$ cat config.mk
export PLATFORM = sky130hd
export DESIGN_NAME = npcs_ctrl
export DESIGN_NICKNAME = d
export VERILOG_FILES = /design/src/hw/rtl/nearest_palette_color_search_defines.svh /design/src/hw/rtl/npcs_pkg.sv /design/src/hw/rtl/npcs_ctrl.sv
export SDC_FILE = /design/constraint.sdc
export NUM_CORES = 1
export LEC_CHECK = 0
export BUFFER_PORTS_ARGS = -buffer_cell sky130_fd_sc_hd__clkbuf_2
export CAP_MARGIN = 15
export CORE_AREA = 2 2 39 41
export CTS_BUF_LIST = sky130_fd_sc_hd__clkbuf_8
export DETAILED_ROUTE_END_ITERATION = 8
export DIE_AREA = 0 0 41 43
export PLACE_DENSITY = 0.43
export SYNTH_ARGS = -nofsm -noshare
export SYNTH_HDL_FRONTEND = slang
export SYNTH_SLANG_ARGS = --single-unit
$ cat constraint.sdc
create_clock -name i_clk -period 2 [get_ports i_clk]
set_input_delay 0.4 -clock i_clk [delete_from_list [all_inputs] [get_ports i_clk]]
set_output_delay 0.4 -clock i_clk [all_outputs]
set_load 0.03 [all_outputs]
$ cat src/hw/rtl/nearest_palette_color_search_defines.svh
// Assertion macros shared by the nearest palette color search block.
`ifndef NEAREST_PALETTE_COLOR_SEARCH_DEFINES_SVH
`define NEAREST_PALETTE_COLOR_SEARCH_DEFINES_SVH

// Same-cycle implication, disabled while reset is asserted.
`define NPCS_ASSERT_SAME(lbl, clk, rst_n, ante, cons, msg) \
    lbl: assert property (@(posedge clk) disable iff (!rst_n) (ante) |-> (cons)) \
        else $error(msg);

// Next-cycle implication, disabled while reset is asserted.
`define NPCS_ASSERT_NEXT(lbl, clk, rst_n, ante, cons, msg) \
    lbl: assert property (@(posedge clk) disable iff (!rst_n) (ante) |=> (cons)) \
        else $error(msg);

`endif

$ cat src/hw/rtl/npcs_pkg.sv
`timescale 1ns / 1ps
package npcs_pkg;

    localparam int PALETTE_ENTRIES_DEF = 256;
    localparam int COLOR_W             = 8;
    localparam int INDEX_W             = 8;
    localparam int SQ_W                = 2 * COLOR_W;
    localparam int DIST_W              = 18;

    localparam logic ACT_WRITE = 1'b0;
    localparam logic ACT_QUERY = 1'b1;

    typedef enum logic [1:0] {
        ST_IDLE,
        ST_SCAN,
        ST_DRAIN,
        ST_FINISH
    } t_state;

    typedef struct packed {
        logic start;
        logic write;
        logic issue;
        logic load_out;
    } t_cmd;

    typedef struct packed {
        logic last_addr;
        logic pipe_busy;
        logic out_full;
    } t_status;

endpackage

$ cat src/hw/rtl/npcs_ctrl.sv
`timescale 1ns / 1ps
module npcs_ctrl (
    input  logic             i_clk,
    input  logic             i_rst_n,
    input  logic             i_in_valid,
    input  logic             i_action,
    input  npcs_pkg::t_status i_status,
    output npcs_pkg::t_cmd    o_cmd,
    output logic             o_in_stall
);

    npcs_pkg::t_state r_state;
    npcs_pkg::t_state n_state;

    always_ff @(posedge i_clk) begin
        if (!i_rst_n) begin
            r_state <= npcs_pkg::ST_IDLE;
        end else begin
            r_state <= n_state;
        end
    end

    always_comb begin
        n_state        = r_state;
        o_cmd          = '0;
        o_in_stall     = 1'b1;
        unique case (r_state)
            npcs_pkg::ST_IDLE: begin
                o_in_stall = 1'b0;
                if (i_in_valid) begin
                    if (i_action == npcs_pkg::ACT_QUERY) begin
                        o_cmd.start = 1'b1;
                        n_state     = npcs_pkg::ST_SCAN;
                    end else begin
                        o_cmd.write = 1'b1;
                    end
                end
            end
            npcs_pkg::ST_SCAN: begin
                o_cmd.issue = 1'b1;
                if (i_status.last_addr) begin
                    n_state = npcs_pkg::ST_DRAIN;
                end
            end
            npcs_pkg::ST_DRAIN: begin
                if (!i_status.pipe_busy) begin
                    n_state = npcs_pkg::ST_FINISH;
                end
            end
            npcs_pkg::ST_FINISH: begin
                if (!i_status.out_full) begin
                    o_cmd.load_out = 1'b1;
                    n_state        = npcs_pkg::ST_IDLE;
                end
            end
            default: begin
                n_state = npcs_pkg::ST_IDLE;
            end
        endcase
    end

endmodule

==> results.py <==
metrics = {
    "sta": {
        "period_minus_slack_ns": 1.683,
        "hold_viol": 0,
        "setup_viol": 0,
        "fmax_mhz": 594.1,
        "rsz0062_at_grt": "no",
        "drv_slew": 0,
        "skew_ns": 0.003553,
        "tightestPinTransition_ns": 0.4429,
        "post-route-period-util": 0.8416,
        "hold_slack_ns": 0.4743,
        "tns_ns": 0,
        "maxSlewHeadroom": 0.7042,
        "layout_setup_ws_ns": 0.3168,
    },
    "critical_path": {
        "cp-start-kind": "register",
        "required_ns": 1.60,
        "slowest_stage": "dfxtp_1",
        "crit_chain": "inv_1 -> ha_1 -> and3_1 -> clkbuf_2",
        "end_kind": "output port",
        "path_max_fanout": 4,
        "cp_slowest_stage_delay_ns": 0.38,
        "arrival_ns": 1.28,
        "critical_path_class": "register to output port",
        "regToRegSetupSlack_ns": 0.41,
    },
    "cts": {
        "cts_resized": 0,
        "clkLatencyLatePin_ns": 0.21,
        "cts.clk_slew.worst_paths_ns": 0.03,
        "hold_buffers": 0,
        "post_cts_buffers": 0,
        "clk_path_buf_depth": 2,
        "htree_levels": 1,
        "cts.sinks": 2,
        "clockRootBuffer": "clkbuf_8",
        "numCtsBuffers": 3,
        "cts_tree": "done",
    },
    "placement": {
        "dp_cells": 51,
        "finalWeightedCongestion": 0.6524,
        "dp_hpwl_um": 338.4,
        "place_ws_ns": 0.3837,
        "place_area_um2": 280.3,
        "io_buffer_count": 11,
    },
    "layout": {
        "drive_above_1_share": 0.3947,
        "syn_to_final_growth_pct": 56.71,
        "layoutNonFillerInstCount": 54,
        "final_common_cell": "clkbuf_2",
        "top_register": "r_state",
        "reg.largest.list": "r_state (2)",
        "fin_util": 0.2324,
        "nets": 52,
        "stdcell_area_um2": 321.6,
        "largest_register_ff_count": 2,
        "layout_common_cells": "clkbuf_2, ha_1, nand2_1",
        "antennaDiodeCount": 0,
    },
    "worst_hold_path": {
        "min_path_type": "input pin to register",
    },
    "route": {
        "first_pass_iters": 2,
        "initialDrtViolationCount": 3,
        "drt-total-wl_um": 423,
        "wl_per_cell_um": 7.833,
        "m1WireLength_um": 198,
        "drtAntennaViolNets": 0,
        "met2_length_um": 160,
        "remaining_drc_errors": 0,
        "vias_per_cell": 3.556,
        "dr_wl_met3_um": 64,
        "highest_layer": "met3",
        "num_vias": 192,
    },
    "synth": {
        "syn_area_um2": 205.2,
        "syn_nets": 36,
        "ys_ff_latch": 2,
        "ys_types": 12,
        "syn_area_per_cell_um2": 8.550,
        "yosysSeqAreaShare": 0.1951,
        "synth_cells": 24,
        "yosys_warnings": 0,
    },
    "die": {
        "die_w_um": 41,
        "core_area_mm2": 0.001384,
        "rows": 14,
        "io-pin-count": 12,
        "start_util": 0.1483,
        "die_h_um": 43,
        "dieArea_mm2": 0.001763,
    },
    "global_route": {
        "grt_usage": 0.06513,
        "grt_pass1_vias": 175,
        "antenna_found_initial": 0,
        "grt_max_degree": 5,
        "grt-ovfl-total": 0,
        "grt_pass1_wl_um": 690,
    },
    "power": {
        "power_leakage_nw": 0.1719,
        "p_per_area_mw_per_mm2": 1463,
        "power_uw": 470.3,
        "ir_worst_vdd_v": 0.0004664,
    },
    "job": {
        "drv_cap": 0,
    },
    "run_status": {
        "status": "finished, final reports clean",
    },
}
path summary, 6_finish.rpt:
| path | start | end | depth (start not counted) |
|---|---|---|---|
| setup / recovery | r_state[0] | o_cmd[3] | 4 |
| setup reg to reg | r_state[0] | r_state[1] | 5 |
| hold reg to reg | r_state[1] | r_state[1] | 2 |
| hold / removal | i_rst_n | r_state[0] | 3 |
kinds of logic after synthesis:
logic type	Yosys count	share of synthesized area
DFF	2	0.1951
muxes	2	0.09756
and+or+nand+nor	9	0.2134
adders and majority gates	5	0.3049
buffers and inverters	3	0.05487
AOI/OAI and AO/OA	3	0.1341
final cells by class:
type	instances	area (um2)
multi-input cells	19	153.9
flip-flops and latches	2	40.04
fillers	157	1062
repair buffers	11	55.05
inverters	3	11.26
clock buffers	3	41.29
well taps	16	20.02
report_power, final:
| group | total (mW) | switching (mW) | internal (mW) |
|---|---|---|---|
| logic | 0.238 | 0.147 | 0.0912 |
| clock network | 0.157 | 0.0302 | 0.127 |
| registers | 0.0748 | 0.0181 | 0.0567 |
| total | 0.470 | 0.195 | 0.275 |
cells in the mapped netlist:
| cell type | instances | area share |
|---|---|---|
| nor2b_1 | 2 | 0.061 |
| and3_1 | 1 | 0.031 |
| inv_1 | 3 | 0.055 |
| dfxtp_1 | 2 | 0.20 |
| o21ai_0 | 1 | 0.024 |
| a2111oi_2 | 1 | 0.073 |
| nand2_1 | 4 | 0.073 |
| a21boi_0 | 1 | 0.037 |
| nor2_1 | 1 | 0.018 |
| and2_1 | 1 | 0.031 |
| mux2i_1 | 2 | 0.098 |
| ha_1 | 5 | 0.30 |
layer usage:
| layer | GRT usage | vias to the layer above |
|---|---|---|
| li1 | - | 107 |
| met1 | 0.07029 | 75 |
| met2 | 0.07813 | 10 |
| met3 | 0.09424 | 0 |
| met4 | 0 | 0 |
| met5 | 0 | - |
critical path: cells and delay by family, from the launching register on:
family / cells / cell delay, ns
simple gates: 1 / 0.18
fa+ha+maj: 1 / 0.24
flops: 1 / 0.38
buf+inv: 2 / 0.28
Note: power is estimated with default switching activity, not from simulation.
